<file path="src/hdl/assert_macros.svh">
// ----------------------------------------------------------------------------
// Assertion macros
// Shared concurrent assertion forms, clocked on clk and disabled in reset.
// ----------------------------------------------------------------------------
`ifndef ASSERT_MACROS_SVH
`define ASSERT_MACROS_SVH

`ifndef ASSERT_OFF
`define ASSERT_ALWAYS(lbl, expr) \
  lbl: assert property (@(posedge clk) disable iff (!rst_n) (expr)) \
    else $error("assertion failed: invariant");
`define ASSERT_IMPL(lbl, ante, cons) \
  lbl: assert property (@(posedge clk) disable iff (!rst_n) (ante) |-> (cons)) \
    else $error("assertion failed: same-cycle implication");
`define ASSERT_NEXT(lbl, ante, cons) \
  lbl: assert property (@(posedge clk) disable iff (!rst_n) (ante) |=> (cons)) \
    else $error("assertion failed: next-cycle implication");
`else
`define ASSERT_ALWAYS(lbl, expr)
`define ASSERT_IMPL(lbl, ante, cons)
`define ASSERT_NEXT(lbl, ante, cons)
`endif

`endif

</file>
<file path="src/hdl/rts_pkg.sv">
// ----------------------------------------------------------------------------
// Ready task selector package
// Types, codes and widths shared by the task selector modules.
// ----------------------------------------------------------------------------
`default_nettype none

package rts_pkg;

  localparam int TASK_COUNT_DEF = 8;
  localparam int VAL_W          = 16;
  localparam int ID_W           = 3;
  localparam int CHOSEN_W       = 4;
  localparam int POLICY_W       = 2;

  typedef enum logic [POLICY_W-1:0] {
    POL_RM   = 2'd0,
    POL_EDF  = 2'd1,
    POL_FIFO = 2'd2,
    POL_RR   = 2'd3
  } policy_t;

  typedef enum logic {
    CMD_WRITE = 1'b0,
    CMD_SCHED = 1'b1
  } cmd_t;

  typedef enum logic [1:0] {
    SC_IDLE,
    SC_SCAN,
    SC_DRAIN,
    SC_HOLD
  } scan_state_t;

  typedef struct packed {
    logic [VAL_W-1:0] period;
    logic [VAL_W-1:0] deadline;
    logic [VAL_W-1:0] release_time;
    logic [VAL_W-1:0] work;
  } entry_t;

  typedef struct packed {
    logic busy;
    logic done;
  } scan_stat_t;

endpackage

`default_nettype wire

</file>
<file path="src/hdl/rts_ifs.sv">
// ----------------------------------------------------------------------------
// Ready task selector channel interfaces
// Valid/ready channels for commands, results and the policy register.
// ----------------------------------------------------------------------------
`default_nettype none

interface rts_in_if;
  logic        valid;
  logic        ready;
  logic        cmd;
  logic [2:0]  task_id;
  logic [15:0] period;
  logic [15:0] deadline;
  logic [15:0] release_time;
  logic [15:0] remaining_work;
  logic [15:0] now;

  modport source (
    output valid, cmd, task_id, period, deadline, release_time, remaining_work, now,
    input  ready
  );
  modport sink (
    input  valid, cmd, task_id, period, deadline, release_time, remaining_work, now,
    output ready
  );
endinterface

interface rts_out_if;
  logic       valid;
  logic       ready;
  logic [3:0] chosen_task;
  logic       idle;

  modport source (output valid, chosen_task, idle, input ready);
  modport sink   (input valid, chosen_task, idle, output ready);
endinterface

interface rts_cfg_if;
  logic       valid;
  logic       ready;
  logic [1:0] policy;

  modport source (output valid, policy, input ready);
  modport sink   (input valid, policy, output ready);
endinterface

`default_nettype wire

</file>
<file path="src/hdl/rts_table.sv">
// ----------------------------------------------------------------------------
// Ready task selector entry table
// One-write, one-read task memory with registered read and per-entry valid.
// ----------------------------------------------------------------------------
`default_nettype none

module rts_table #(
  parameter int TASK_COUNT = rts_pkg::TASK_COUNT_DEF,
  localparam int AW        = $clog2(TASK_COUNT)
) (
  input  wire logic            clk,
  input  wire logic            rst_n,
  input  wire logic            wr_en,
  input  wire logic [AW-1:0]   wr_addr,
  input  wire rts_pkg::entry_t wr_entry,
  input  wire logic            rd_en,
  input  wire logic [AW-1:0]   rd_addr,
  output rts_pkg::entry_t      rd_entry
);
  import rts_pkg::*;

  entry_t                  mem_r [TASK_COUNT];
  logic [TASK_COUNT-1:0]   vld_r;
  entry_t                  rd_data_r;
  logic                    rd_vld_r;

  always_ff @(posedge clk) begin
    if (wr_en) begin
      mem_r[wr_addr] <= wr_entry;
    end
    if (rd_en) begin
      rd_data_r <= mem_r[rd_addr];
    end
  end

  // An entry never written since reset reads as all zero, so it is never ready.
  always_ff @(posedge clk) begin
    if (!rst_n) begin
      vld_r    <= '0;
      rd_vld_r <= 1'b0;
    end else begin
      if (wr_en) begin
        vld_r[wr_addr] <= 1'b1;
      end
      if (rd_en) begin
        rd_vld_r <= vld_r[rd_addr];
      end
    end
  end

  assign rd_entry = rd_vld_r ? rd_data_r : '0;

endmodule

`default_nettype wire

</file>
<file path="src/hdl/rts_scan.sv">
// ----------------------------------------------------------------------------
// Ready task selector scan sequencer
// Walks the table one entry per cycle through a single compare unit.
// ----------------------------------------------------------------------------
`default_nettype none

module rts_scan #(
  parameter int TASK_COUNT = rts_pkg::TASK_COUNT_DEF,
  localparam int IW        = $clog2(TASK_COUNT),
  localparam int PW        = $clog2(TASK_COUNT + 1)
) (
  input  wire logic                        clk,
  input  wire logic                        rst_n,
  input  wire logic                        start,
  input  wire logic [IW-1:0]               start_addr,
  input  wire logic [rts_pkg::VAL_W-1:0]   now,
  input  wire rts_pkg::policy_t            policy,
  input  wire logic                        take,
  output logic                             rd_en,
  output logic [IW-1:0]                    rd_addr,
  input  wire rts_pkg::entry_t             rd_entry,
  output rts_pkg::scan_stat_t              stat,
  output logic [PW-1:0]                    pick
);
  import rts_pkg::*;

  scan_state_t       state_r, state_nxt;
  logic [IW-1:0]     addr_r, addr_nxt;
  logic [IW-1:0]     cnt_r, cnt_nxt;
  logic              cmp_vld_r, cmp_vld_nxt;
  logic [IW-1:0]     cmp_idx_r, cmp_idx_nxt;
  logic [VAL_W-1:0]  now_r;
  policy_t           pol_r;
  logic              best_vld_r, best_vld_nxt;
  logic [IW-1:0]     best_idx_r;
  logic [VAL_W-1:0]  best_key_r;
  logic [VAL_W-1:0]  key;
  logic              hit;
  logic              is_min;
  logic              take_it;

  always_ff @(posedge clk) begin
    if (!rst_n) begin
      state_r    <= SC_IDLE;
      cmp_vld_r  <= 1'b0;
      best_vld_r <= 1'b0;
    end else begin
      state_r    <= state_nxt;
      cmp_vld_r  <= cmp_vld_nxt;
      best_vld_r <= best_vld_nxt;
    end
  end

  always_ff @(posedge clk) begin
    addr_r    <= addr_nxt;
    cnt_r     <= cnt_nxt;
    cmp_idx_r <= cmp_idx_nxt;
    if (state_r == SC_IDLE && start) begin
      now_r <= now;
      pol_r <= policy;
    end
    if (take_it) begin
      best_idx_r <= cmp_idx_r;
      best_key_r <= key;
    end
  end

  always_comb begin
    state_nxt   = state_r;
    addr_nxt    = addr_r;
    cnt_nxt     = cnt_r;
    cmp_vld_nxt = 1'b0;
    cmp_idx_nxt = cmp_idx_r;
    rd_en       = 1'b0;
    case (state_r)
      SC_IDLE: begin
        if (start) begin
          addr_nxt  = start_addr;
          cnt_nxt   = '0;
          state_nxt = SC_SCAN;
        end
      end
      SC_SCAN: begin
        rd_en       = 1'b1;
        cmp_vld_nxt = 1'b1;
        cmp_idx_nxt = addr_r;
        addr_nxt    = (addr_r == IW'(TASK_COUNT - 1)) ? '0 : addr_r + 1'b1;
        cnt_nxt     = cnt_r + 1'b1;
        if (cnt_r == IW'(TASK_COUNT - 1)) begin
          state_nxt = SC_DRAIN;
        end
      end
      SC_DRAIN: begin
        state_nxt = SC_HOLD;
      end
      SC_HOLD: begin
        if (take) begin
          state_nxt = SC_IDLE;
        end
      end
      default: begin
        state_nxt = SC_IDLE;
      end
    endcase
  end

  // Shared compare unit: one entry per cycle, compared in the cycle after its read.
  // Entries arrive in search order, so a strict compare keeps the lower id.
  always_comb begin
    key     = (pol_r == POL_EDF) ? rd_entry.deadline : rd_entry.period;
    is_min  = (pol_r == POL_RM) || (pol_r == POL_EDF);
    hit     = cmp_vld_r && (rd_entry.release_time <= now_r) && (rd_entry.work != '0);
    take_it = hit && (!best_vld_r || (is_min && (key < best_key_r)));
    if (state_r == SC_IDLE && start) begin
      best_vld_nxt = 1'b0;
    end else if (take_it) begin
      best_vld_nxt = 1'b1;
    end else begin
      best_vld_nxt = best_vld_r;
    end
  end

  assign rd_addr   = addr_r;
  assign stat.busy = (state_r != SC_IDLE);
  assign stat.done = (state_r == SC_HOLD);
  assign pick      = best_vld_r ? PW'(best_idx_r) : PW'(TASK_COUNT);

endmodule

`default_nettype wire

</file>
<file path="src/hdl/ready_task_selector.sv">
// ----------------------------------------------------------------------------
// Ready task selector
// Task table with a policy-driven pick of one ready task per schedule command.
// ----------------------------------------------------------------------------
// Usage:
//   in_ch carries commands. A write command loads period, deadline, release
//   time and remaining work into entry task_id (ids at or above TASK_COUNT are
//   dropped) and gives no result. A schedule command carries now and gives one
//   transaction on out_ch: the chosen task id, or TASK_COUNT with idle set
//   when no entry has release time at or before now and nonzero work.
//   cfg_ch writes the policy register (rate monotonic, earliest deadline,
//   lowest id, round robin) and is always ready; write it only while idle.
// Timing:
//   A write lands in the table as it is accepted. A schedule command sweeps
//   the table once through one compare unit, one entry per cycle from a
//   single memory read port; the sequencer then waits to hand the pick to the
//   result register, and in_ch is ready again as the pick moves in.
// Reset:
//   All entries read as empty, the policy is rate monotonic, and the round
//   robin memory of the previous pick is zero.
// Stall:
//   A finished pick waits in the sequencer while the output register is full and
//   out_ch is not ready; in_ch stays not ready until the output register takes it.
// ----------------------------------------------------------------------------
`default_nettype none
`include "assert_macros.svh"

module ready_task_selector #(
  parameter int TASK_COUNT = rts_pkg::TASK_COUNT_DEF
) (
  input wire logic  clk,
  input wire logic  rst_n,
  rts_in_if.sink    in_ch,
  rts_out_if.source out_ch,
  rts_cfg_if.sink   cfg_ch
);
  import rts_pkg::*;

  localparam int IW = $clog2(TASK_COUNT);
  localparam int PW = $clog2(TASK_COUNT + 1);

  policy_t         policy_r;
  logic [PW-1:0]   last_pick_r;
  logic            out_vld_r;
  logic [PW-1:0]   out_pick_r;

  logic            in_acc;
  logic            is_sched;
  logic            wr_en;
  logic [IW-1:0]   wr_addr;
  entry_t          wr_entry;
  logic            start;
  logic [PW:0]     rr_sum;
  logic [PW:0]     rr_wrap;
  logic [IW-1:0]   start_addr;
  logic            rd_en;
  logic [IW-1:0]   rd_addr;
  entry_t          rd_entry;
  scan_stat_t      stat;
  logic [PW-1:0]   pick;
  logic            res_take;

  // The sequencer is the only thing that holds the input back.
  assign in_ch.ready = !stat.busy;
  assign in_acc      = in_ch.valid && in_ch.ready;
  assign is_sched    = (cmd_t'(in_ch.cmd) == CMD_SCHED);
  assign start       = in_acc && is_sched;

  assign wr_en = in_acc && !is_sched && (32'(in_ch.task_id) < 32'(TASK_COUNT));
  assign wr_addr               = IW'(in_ch.task_id);
  assign wr_entry.period       = in_ch.period;
  assign wr_entry.deadline     = in_ch.deadline;
  assign wr_entry.release_time = in_ch.release_time;
  assign wr_entry.work         = in_ch.remaining_work;

  // Round robin starts one past the previous pick. That pick is at most
  // TASK_COUNT, so a single subtract brings the sum back into range.
  always_comb begin
    rr_sum  = {1'b0, last_pick_r} + 1'b1;
    rr_wrap = (rr_sum >= (PW + 1)'(TASK_COUNT)) ? rr_sum - (PW + 1)'(TASK_COUNT) : rr_sum;
    start_addr = (policy_r == POL_RR) ? IW'(rr_wrap) : '0;
  end

  rts_table #(
    .TASK_COUNT (TASK_COUNT)
  ) u_table (
    .clk      (clk),
    .rst_n    (rst_n),
    .wr_en    (wr_en),
    .wr_addr  (wr_addr),
    .wr_entry (wr_entry),
    .rd_en    (rd_en),
    .rd_addr  (rd_addr),
    .rd_entry (rd_entry)
  );

  rts_scan #(
    .TASK_COUNT (TASK_COUNT)
  ) u_scan (
    .clk        (clk),
    .rst_n      (rst_n),
    .start      (start),
    .start_addr (start_addr),
    .now        (in_ch.now),
    .policy     (policy_r),
    .take       (res_take),
    .rd_en      (rd_en),
    .rd_addr    (rd_addr),
    .rd_entry   (rd_entry),
    .stat       (stat),
    .pick       (pick)
  );

  // The pick moves into the output register once that register is free.
  assign res_take = stat.done && (!out_vld_r || out_ch.ready);

  always_ff @(posedge clk) begin
    if (!rst_n) begin
      policy_r    <= POL_RM;
      last_pick_r <= '0;
      out_vld_r   <= 1'b0;
    end else begin
      if (cfg_ch.valid && cfg_ch.ready) begin
        policy_r <= policy_t'(cfg_ch.policy);
      end
      if (res_take) begin
        last_pick_r <= pick;
        out_vld_r   <= 1'b1;
      end else if (out_ch.ready) begin
        out_vld_r <= 1'b0;
      end
    end
  end

  always_ff @(posedge clk) begin
    if (res_take) begin
      out_pick_r <= pick;
    end
  end

  assign cfg_ch.ready       = 1'b1;
  assign out_ch.valid       = out_vld_r;
  assign out_ch.chosen_task = CHOSEN_W'(out_pick_r);
  assign out_ch.idle        = (out_pick_r == PW'(TASK_COUNT));

  `ASSERT_IMPL(a_ready_not_busy, in_ch.ready, !stat.busy)
  `ASSERT_NEXT(a_sched_starts_scan, start, stat.busy)
  `ASSERT_NEXT(a_take_fills_output, res_take, out_vld_r && !stat.busy)
  `ASSERT_ALWAYS(a_last_pick_range, last_pick_r <= PW'(TASK_COUNT))

endmodule

`default_nettype wire

</file>
<file path="src/flat_wrapper.sv">
// flat-port wrapper written by rule: the top's interface ports become plain ports
module ready_task_selector_flat import rts_pkg::*;
#(
  parameter int TASK_COUNT = rts_pkg::TASK_COUNT_DEF
)
  (clk, rst_n, in_ch_valid, in_ch_cmd, in_ch_task_id, in_ch_period, in_ch_deadline, in_ch_release_time, in_ch_remaining_work, in_ch_now, in_ch_ready, out_ch_valid, out_ch_chosen_task, out_ch_idle, out_ch_ready, cfg_ch_valid, cfg_ch_policy, cfg_ch_ready);
  rts_in_if in_ch_i ();
  rts_out_if out_ch_i ();
  rts_cfg_if cfg_ch_i ();
  input wire logic clk;
  input wire logic rst_n;
  input wire logic [$bits(in_ch_i.valid)-1:0] in_ch_valid;
  input wire logic [$bits(in_ch_i.cmd)-1:0] in_ch_cmd;
  input wire logic [$bits(in_ch_i.task_id)-1:0] in_ch_task_id;
  input wire logic [$bits(in_ch_i.period)-1:0] in_ch_period;
  input wire logic [$bits(in_ch_i.deadline)-1:0] in_ch_deadline;
  input wire logic [$bits(in_ch_i.release_time)-1:0] in_ch_release_time;
  input wire logic [$bits(in_ch_i.remaining_work)-1:0] in_ch_remaining_work;
  input wire logic [$bits(in_ch_i.now)-1:0] in_ch_now;
  output wire logic [$bits(in_ch_i.ready)-1:0] in_ch_ready;
  output wire logic [$bits(out_ch_i.valid)-1:0] out_ch_valid;
  output wire logic [$bits(out_ch_i.chosen_task)-1:0] out_ch_chosen_task;
  output wire logic [$bits(out_ch_i.idle)-1:0] out_ch_idle;
  input wire logic [$bits(out_ch_i.ready)-1:0] out_ch_ready;
  input wire logic [$bits(cfg_ch_i.valid)-1:0] cfg_ch_valid;
  input wire logic [$bits(cfg_ch_i.policy)-1:0] cfg_ch_policy;
  output wire logic [$bits(cfg_ch_i.ready)-1:0] cfg_ch_ready;
  assign in_ch_i.valid = in_ch_valid;
  assign in_ch_i.cmd = in_ch_cmd;
  assign in_ch_i.task_id = in_ch_task_id;
  assign in_ch_i.period = in_ch_period;
  assign in_ch_i.deadline = in_ch_deadline;
  assign in_ch_i.release_time = in_ch_release_time;
  assign in_ch_i.remaining_work = in_ch_remaining_work;
  assign in_ch_i.now = in_ch_now;
  assign in_ch_ready = in_ch_i.ready;
  assign out_ch_valid = out_ch_i.valid;
  assign out_ch_chosen_task = out_ch_i.chosen_task;
  assign out_ch_idle = out_ch_i.idle;
  assign out_ch_i.ready = out_ch_ready;
  assign cfg_ch_i.valid = cfg_ch_valid;
  assign cfg_ch_i.policy = cfg_ch_policy;
  assign cfg_ch_ready = cfg_ch_i.ready;
  ready_task_selector #(.TASK_COUNT(TASK_COUNT)) u_core (.clk(clk), .rst_n(rst_n), .in_ch(in_ch_i), .out_ch(out_ch_i), .cfg_ch(cfg_ch_i));
endmodule
</file>
<file path="config.mk">
export PLATFORM = sky130hd
export DESIGN_NAME = ready_task_selector_flat
export DESIGN_NICKNAME = d
export VERILOG_FILES = /design/src/hdl/rts_pkg.sv /design/src/hdl/rts_ifs.sv /design/src/hdl/rts_table.sv /design/src/hdl/rts_scan.sv /design/src/hdl/ready_task_selector.sv /design/src/flat_wrapper.sv
export VERILOG_INCLUDE_DIRS = /design/src /design/src/hdl
export SDC_FILE = /design/constraint.sdc
export NUM_CORES = 1
export LEC_CHECK = 0
export BUFFER_PORTS_ARGS = -buffer_cell sky130_fd_sc_hd__buf_2
export CORE_ASPECT_RATIO = 0.9
export CORE_UTILIZATION = 35
export DETAILED_ROUTE_END_ITERATION = 16
export GPL_TIMING_DRIVEN = 0
export SLEW_MARGIN = 5
export SYNTH_ARGS = -nofsm -noshare
export SYNTH_HDL_FRONTEND = slang
export SYNTH_SLANG_ARGS = --single-unit
</file>
<file path="constraint.sdc">
create_clock -name clk -period 8.88 [get_ports clk]
set_input_delay 2.22 -clock clk [delete_from_list [all_inputs] [get_ports clk]]
set_output_delay 2.22 -clock clk [all_outputs]
set_load 0.02 [all_outputs]
</file>
=== Yosys cells after proc, flatten, opt, wreduce, memory -nomap -nowiden ===
Memories as Yosys holds them, arrays and structs flattened. A register that Yosys moved wholly into a read port is not among the register bits.
Index checks and enable logic that the tools add are counted.

* Register bits: 70
* Memory bits (writable): 512
* Output and inout bits: 8
* Logic and storage cells: 89
* Memories: 1

* $add $sub $neg: 4
* Order comparisons: 6
* Equal/unequal tests: 11
* Mux-type cells: 23
* Bitwise logic cells: 2
* Reduce and logical (&&, ||, !) cells: 26

{| class="wikitable"
|+ Memory list
! name !! words !! width !! rd ports !! clocked after memory_dff !! write ports !! line !! text
|-
| u_core.u_table.mem_r || 8 || 64 || 1 || 1 || 1 || rts_table.sv:22 || <nowiki>entry_t mem_r [TASK_COUNT];</nowiki>
|}

{| class="wikitable"
|+ Operators by type and width
! kind !! number
|-
| 2-to-1 mux 64 bit || 1
|-
| less-or-equal comparator 16 bit || 1
|-
| less-than comparator 16 bit || 1
|-
| 2-to-1 mux 16 bit || 1
|-
| nonzero test 16 bit || 1
|-
| 2-to-1 mux 3 bit || 5
|-
| one-hot mux 3 bit (2 select lines) || 2
|-
| logical AND 1 bit || 10
|-
| less-than comparator 3 x 4 -> 1 bit, second input constant || 2
|-
| bitwise OR 8 bit || 1
|-
| one-hot mux 2 bit (4 select lines) || 1
|-
| 2-to-1 mux 1 bit || 7
|-
| adder 3 x 1 -> 3 bit, second input constant || 2
|-
| equality test 2 bit, second input constant || 3
|-
| equality test 3 bit, second input constant || 2
|-
| 2-to-1 mux 2 bit || 3
|-
| != test 2 bit, second input constant || 3
|-
| nonzero test 2 bit || 3
|-
| adder 4 x 1 -> 5 bit, second input constant || 1
|-
| greater-or-equal comparator 5 x 4 -> 1 bit, second input constant || 1
|-
| equality test 2 x 1 -> 1 bit, second input constant || 2
|-
| equality test 4 bit, second input constant || 1
|-
| logical NOT 1 bit || 4
|-
| logical NOT 2 bit || 2
|-
| other kinds (10) || 12
|}

=== Depth between registers and ports, before layout ===
Gate-level depths: netlist of run 1.

* Depth after elaboration: 6
* Mapped depth: 11

=== Cells and area by module ===
Synthesis of run 1 repeated with hierarchy kept, for this count alone.

* Cell total of the unflattened synthesis: 1,177
* Area, all modules: 25,149.1 um^2

{| class="wikitable"
|+ By module, submodules not included
! module !! instances !! cells each !! area an instance (um^2) !! sequential area each (um^2)
|-
| rts_table || 1 || 913 || 21,926.0 || 17,476.8
|-
| rts_scan || 1 || 224 || 2,775.2 || 1,461.4
|-
| ready_task_selector || 1 || 40 || 447.9 || 240.2
|}

=== Worst setup path after synthesis of run 1 ===
OpenSTA, ideal clock, no wires.

* Path kind: input -> register
* From: input in_ch_task_id[0]
* To: memory u_core.u_table.mem_r[0][0] (netlist bit), enable pin
* Setup time: 0.568 ns
* Data arrival time: 7.057 ns
* Data required time: 8.312 ns
* Setup slack: 1.256 ns
* Stages: 2
* Cells stage by stage: or3_1 -> nor3_1

{| class="wikitable"
|+ RTL lines
! what !! line !! text
|-
| start: declaration || flat_wrapper.sv:14 || <nowiki>input wire logic [$bits(in_ch_i.task_id)-1:0] in_ch_task_id;</nowiki>
|-
| end: declaration || rts_table.sv:22 ||
|}

No word-level cell before the write port.

=== Worst setup path in the final report of run 1 ===
* From: input in_ch_valid
* To: memory u_core.u_table.mem_r[1][26] (netlist bit), enable pin

* Cells in the longest elaborated chain, start to end: 4

{| class="wikitable"
|+ Ends and longest elaborated chain
! what !! line !! text
|-
| start: declaration || flat_wrapper.sv:12 || <nowiki>input wire logic [$bits(in_ch_i.valid)-1:0] in_ch_valid;</nowiki>
|-
| logical AND 1 bit || ready_task_selector.sv:65 || <nowiki>assign in_acc = in_ch.valid && in_ch.ready;</nowiki>
|-
| logical AND 1 bit || ready_task_selector.sv:69 || <nowiki>assign wr_en = in_acc && !is_sched && (32'(in_ch.task_id) < 32'(TASK_COUNT));</nowiki>
|-
| 2-to-1 mux 1 bit || rts_table.sv:28 || <nowiki>if (wr_en) begin</nowiki>
|-
| 2-to-1 mux 1 bit (not written as such) || rts_table.sv:29 || <nowiki>mem_r[wr_addr] <= wr_entry;</nowiki>
|}

Every way passes these cells.

==> out/qor.yml, run 1 <==
synthArstFlopShare: 0
peakVddDrop_mv: 0.1360
critical_path_class: "in -> reg"
seq_area_frac_synth: 0.7725
outcome: "complete, no violations"
finalHoldViolCount: 0
fin_crit_sh: 0.4605
cts_tree: "built"
die_x_um: 282.7
die_h_um: 254.7
start_util: 0.3541
synth_edf_count: 626
cts_resized: 0
dr.pass1.iters: 5
maxCapViolCount: 0
slowest_delay_ns: 0.73
dp_cells: 2221
dp_hpwl_mm: 34.75
start_kind: "primary input"
cp-end-kind: "flop"
numCtsBuffers: 60
drc_errors: 0
setup_ws_ns: 4.791
max_slew_margin: 0.3582
antenna_found_initial: 10
synth_top_area_share: 0.7572
cp.required_ns: 9.21
postCtsSetupRepairBufs: 0
ys_ff_latch: 645
path_max_fanout: 9
critical_path_buf_inv_count: 6
wl_mm: 52.50
synth_most_common_cell: "edfxtp_1"
cts_buffer_depth: 3
worst_ep_arrival_time_ns: 4.42
p_per_area_mw_per_mm2: 253.0
clock_skew_ns: 0.02664
setup_violations: 0
rows: 92
hp-class: "reg -> reg"
tightest_slew_ns: 0.9626
synth_area_sq_mm: 0.02483
die_area_sq_mm: 0.07200
layout-drive-gt1-share: 0.3084
grt_pass1_wl_mm: 78.78
h-tree-depth: 2
rsz0062_at_grt: "no"
vias: 11580
core_area_sq_mm: 0.07010
ys.flop_type: "edfxtp_1"
ant_nets: 0
synthTopCellsByCount: "626 x edfxtp_1, 130 x mux4_2, 64 x mux2_2"
synth_nets: 1279
grt_pass1_vias: 12130
gp_congestion: 0.7487
fin_nets: 1474
path_clk_slew_ns: 0.06
yosys_warnings: 0
worstPathCellList: "buf_2 > nand2_1 > nor2_1 > nand2_1 > nor3_2 > buf_8 > buf_4 > buf_8 > buf_4 > buf_6"
syn_area_per_cell_sq_um: 21.63
clock.fmax_mhz: 244.6
hold_ws_ns: 0.4100
total_leakage_power_nw: 9.489
period_minus_slack_ns: 4.089
fin_area_sq_mm: 0.02894
dpl_cell_area_sq_mm: 0.02714
instances_no_fill: 2333
io_pins: 99
yosysUniqueCellTypes: 46
cts.sinks: 645
clk_latency_ns: 0.63
yosysTopAreaCell: "edfxtp_1"
overflow: 0
post-place-ws_ns: 4.078
synth_cells: 1148
synthToLayoutAreaGrowth_pct: 16.55
total_power_mw: 7.321
port_buffers: 96
cp_top_family: "simple AND/OR/NAND/NOR gates"
synth_area_leaders: "edfxtp_1 76%, mux4_2 12%, mux2_2 2.9%"
wl_per_cell_um: 22.50
grt_max_degree: 49
root_buffer: "clkbuf_16"
finalMaxSlewViolations: 0
drt_iter0_drc: 896
grtUsageTotal: 0.1501
hold_buffers: 0
viasPerCell: 4.964
slowest_stage: "nor3_2"
==> layer usage <==
layer | wire length [um] | track usage
met5 | 62 | 0
met1 | 23900 | 0.2143
met4 | 1010 | 0.03830
met3 | 2942 | 0.02675
met2 | 24580 | 0.2375
==> area by class of cell <==
class | count | area, sq um
multi-input cells | 420 | 5320
flip-flops and latches | 645 | 19180
clock inverters | 25 | 145.1
plain buffers | 46 | 261.5
repair buffers | 133 | 1064
inverters | 37 | 138.9
diodes | 2 | 5.005
clock buffers | 85 | 1647
well taps | 940 | 1176
fillers | 6119 | 41170
==> flip-flops by register name (all words and copies together), names as in the netlist <==
name	cells
u_core.u_scan.state_r	2
u_core.last_pick_r	3
u_core.policy_r	2
u_core.u_table.rd_data_r	64
u_core.u_scan.best_vld_r	1
u_core.u_scan.cnt_r	3
u_core.u_scan.cmp_vld_r	1
u_core.u_scan.rd_addr	3
u_core.u_scan.cmp_idx_r	3
u_core.out_ch.valid	1
u_core.u_scan.best_key_r	16
u_core.u_scan.now_r	16
u_core.u_scan.best_idx_r	3
u_core.u_table.rd_vld_r	1
u_core.u_table.mem_r	512
u_core.u_table.vld_r	8
u_core.out_ch.chosen_task	4
u_core.u_scan.pol_r	2
==> where the power goes <==
part	switching (mW)	leakage [nW]	total, mW	internal [mW]
clock	1.08	0.869	2.39	1.31
sequential	0.0747	5.83	3.69	3.62
combinational	0.666	2.79	1.24	0.576
==> kinds of logic after synthesis <==
kind of cell | after synthesis | synth area share
other cells | 1 | 0.0001510
mux | 202 | 0.1502
simple gates | 117 | 0.02328
flops | 645 | 0.7725
compound gates | 59 | 0.01724
buf+inv | 83 | 0.01613
xor+xnor | 1 | 0.0003529
fa+ha+maj | 40 | 0.02016
==> final timing paths <==
path	to	startpoint	slack (ns)	depth (start not counted)
max	u_core.u_table.mem_r[1][26]	in_ch_valid	4.79	10
min	u_core.u_scan.best_idx_r[0]	u_core.u_scan.cmp_idx_r[0]	0.41	0
max reg2reg	u_core.u_scan.best_idx_r[2]	u_core.u_scan.pol_r[1]	4.95	11
min reg2reg	u_core.u_scan.best_idx_r[0]	u_core.u_scan.cmp_idx_r[0]	0.41	0
==> metrics by stage <==
stage,util,setup TNS [ns]
after detailed placement,0.3871,0
after CTS,0.4127,0
after global routing,0.4127,0
after floorplan,-,0
final,0.4128,0
after global placement,0.3778,-624.68
==> placed cells by master, fill, tap and decap left out, drive strengths merged, types with 3 or more instances in the layout <==
cell / count
edfxtp: 626
buf: 155
mux4: 130
clkbuf: 109
mux2: 64
nand2: 46
ha: 40
inv: 39
and2: 22
clkinv: 21
dfxtp: 19
a21boi: 15
nor2: 13
nor2b: 9
o21a: 9
mux2i: 8
a21oi: 8
nand4: 6
nand3: 5
nor4: 5
o21ai: 5
nand2b: 4
o211ai: 3
a21o: 3
o31ai: 3
nor3: 3
No activity file was read; power rests on OpenSTA's default activity.
==> run 2: changes to the inputs <==
==> constraint.sdc (replaced) <==
create_clock -name clk -period 3.9 [get_ports clk]
set_input_delay 0.975 -clock clk [delete_from_list [all_inputs] [get_ports clk]]
set_output_delay 0.975 -clock clk [all_outputs]
set_load 0.02 [all_outputs]
==> out/qor.yml, run 2 (same netlist as run 1, synthesis figures left out) <==
io_pins: 99  # unchanged
clock_skew_ns: 0.02414  # was 0.02664 ns
cp.required_ns: 4.21  # was 9.21 ns
ant_nets: 0  # unchanged
tightest_slew_ns: 0.9611  # was 0.9626 ns
reg_top3: "u_core.u_table.mem_r (512), u_core.u_table.rd_data_r (64)"  # unchanged
multi_input_area_sq_mm: 0.005333  # was 0.005320 sq mm
total_leakage_power_nw: 9.603  # was 9.489 nW
viasPerCell: 4.965  # was 4.964
outcome: "complete, no violations"  # unchanged
whs_path_depth: 0  # unchanged
die_x_um: 282.7  # unchanged
numCtsBuffers: 60  # unchanged
critical_path_class: "reg -> reg"  # was in -> reg
cp-end-kind: "flop"  # unchanged
setup_ws_ns: 0.3527  # was 4.791 ns
p_per_area_mw_per_mm2: 584.9  # was 253.0 mW/mm^2
crit_top_cell: "buf_6"
largest_register_ffs: 512  # unchanged
reg2reg_depth: 12  # was 11
dp_hpwl_mm: 33.77  # was 34.75 mm
fin_crit_sh: 0.9096
register_area_sq_mm: 0.01918  # unchanged
wl_mm: 51.98  # was 52.50 mm
r2r_end: "u_core.u_scan.best_key_r[9]"  # was u_core.u_scan.best_idx_r[2]
final_cell_mix: "626 x edfxtp_1, 130 x mux4_2, 101 x buf_2, 64 x mux2_2, 61 x clkbuf_16"  # unchanged
grtUsageTotal: 0.1484  # was 0.1501
overflow: 0  # unchanged
grt_pass1_wl_mm: 77.87  # was 78.78 mm
cts_buffer_depth: 3  # unchanged
slowest_delay_ns: 0.44  # was 0.73 ns
die_h_um: 254.7  # unchanged
grtUsageMet1: 0.2085  # was 0.2143
port_buffers: 96  # unchanged
grtUsageMet2: 0.2340  # was 0.2375
n_fill_cell: 6073  # was 6,119
root_buffer: "clkbuf_16"  # unchanged
gp_congestion: 0.7333  # was 0.7487
core_area_sq_mm: 0.07010  # unchanged
h-tree-depth: 2  # unchanged
drt_iter0_drc: 840  # was 896
rsz0062_at_grt: "no"  # unchanged
antenna_found_initial: 10  # unchanged
r2r_start: "u_core.u_scan.pol_r[1]"  # unchanged
rows: 92  # unchanged
worst_ep_arrival_time_ns: 3.86  # was 4.42 ns
worstPathCellList: "nor2b_1 > buf_1 > clkbuf_2 > nand2_1 > a21boi_1 > ha_1 > and2_0 > a221oi_1 > o311ai_0 > nor3_2 > buf_6 > buf_6"  # was buf_2 > nand2_1 > nor2_1 > nand2_1 > nor3_2 > buf_8 > buf_4 > buf_8 > buf_4 > buf_6
ff2ff_setup_slack_ns: 0.35  # was 4.95 ns
fin_nets: 1471  # was 1,474
cts_tree: "built"  # unchanged
clk_latency_ns: 0.62  # was 0.63 ns
start_kind: "flop"  # was primary input
hold_ws_ns: 0.4340  # was 0.4100 ns
final_common_cell: "edfxtp_1"  # unchanged
maxCapViolCount: 0  # unchanged
path_max_fanout: 10  # was 9
cts.sinks: 645  # unchanged
hold_buffers: 0  # unchanged
period_minus_slack_ns: 3.547
grt_pass1_vias: 12150  # was 12,130
hold_end: "u_core.u_scan.best_idx_r[0]"  # unchanged
regMostFlops: "u_core.u_table.mem_r"  # unchanged
path_clk_slew_ns: 0.07  # was 0.06 ns
setup_violations: 0  # unchanged
busiest_layer: "met2"  # unchanged
peakVddDrop_mv: 0.3882  # was 0.1360 mV
finalMaxSlewViolations: 0  # unchanged
dr.pass1.iters: 5  # unchanged
hp-class: "reg -> reg"  # unchanged
post-place-ws_ns: 0.1319  # was 4.078 ns
vias: 11580  # about the same
grt_max_degree: 48  # was 49
slowest_stage: "edfxtp_1"  # was nor3_2
met3_usage: 0.03078  # was 0.02675
finalHoldViolCount: 0  # unchanged
die_area_sq_mm: 0.07200  # unchanged
drc_errors: 0  # unchanged
synthToLayoutAreaGrowth_pct: 17.65  # was 16.55%
start_util: 0.3541  # unchanged
layout-drive-gt1-share: 0.3185  # was 0.3084
clock.fmax_mhz: 281.9
holdCritStartpoint: "u_core.u_scan.cmp_idx_r[0]"  # unchanged
wl_per_cell_um: 22.29  # was 22.50 um
max_slew_margin: 0.3593  # was 0.3582
run 2: area by class of cell:
cell class,count,area share
antenna,1,0.00008567
buffer,46,0.008995
clock buffer,68,0.05316
clock inverter,45,0.01375
inverter,37,0.004755
multi-input combinational,420,0.1826
sequential,645,0.6566
tap,940,0.04027
timing repair buffer,130,0.03984
run 2: routing by layer:
| metal | up-vias | part of all wire |
|---|---|---|
| met4 | 16 | 0.021 |
| met1 | 6064 | 0.45 |
| met5 | - | 0.0018 |
| li1 | 5096 | - |
| met2 | 304 | 0.46 |
| met3 | 98 | 0.059 |
run 2: power by group:
group          total (mW)  switching (mW)  internal [mW]  leakage, nW
logic                2.84            1.52           1.32         2.81
clock network        5.83            2.52           3.32        0.957
registers            8.41           0.176           8.24         5.83
run 2: stage by stage:
step | utilization | cells | instance area, sq um | TNS (ns) | total power [mW]
after CTS | 0.4164 | 2329 | 29190 | 0 | 17.30
after global placement | 0.3780 | 2184 | 26500 | -1764.50 | 11.36
after floorplan | - | 1148 | 24850 | -251.01 | 10.45
after global routing | 0.4166 | 2331 | 29210 | 0 | 17.76
final | 0.4167 | 2332 | 29210 | 0 | 17.08
after detailed placement | 0.3885 | 2216 | 27240 | 0 | 11.47
run 2: worst max-delay path: cells and delay by family, from the launching register on:
family / cells / cell delay (ns)
DFF: 1 / 0.44
adders and majority gates: 1 / 0.27
and+or+nand+nor: 4 / 0.70
buffers and inverters: 4 / 1.07
AOI/OAI and AO/OA: 3 / 0.75
run 2: repair_timing:
action                                  4_1_cts  5_1_grt
buffers inserted                              0        2
resized for setup                             0        3
endpoints found under the setup margin        0       15
run 2: how the worst max path moves through the flow:
stage,start,end,slack (ns),cells past startpoint
final,u_core.u_scan.pol_r[1],u_core.u_scan.best_key_r[9],0.35,12
after global routing,u_core.u_scan.pol_r[1],u_core.u_scan.best_key_r[9],0.15,13
after CTS,u_core.u_scan.pol_r[1],u_core.u_scan.best_key_r[9],0.11,12
after detailed placement,u_core.u_scan.pol_r[1],u_core.u_scan.best_idx_r[1],0.13,12
after global placement,in_ch_task_id[0],u_core.u_table.mem_r[4][26],-4.22,3
after floorplan,in_ch_task_id[0],u_core.u_table.mem_r[6][0],-0.74,2
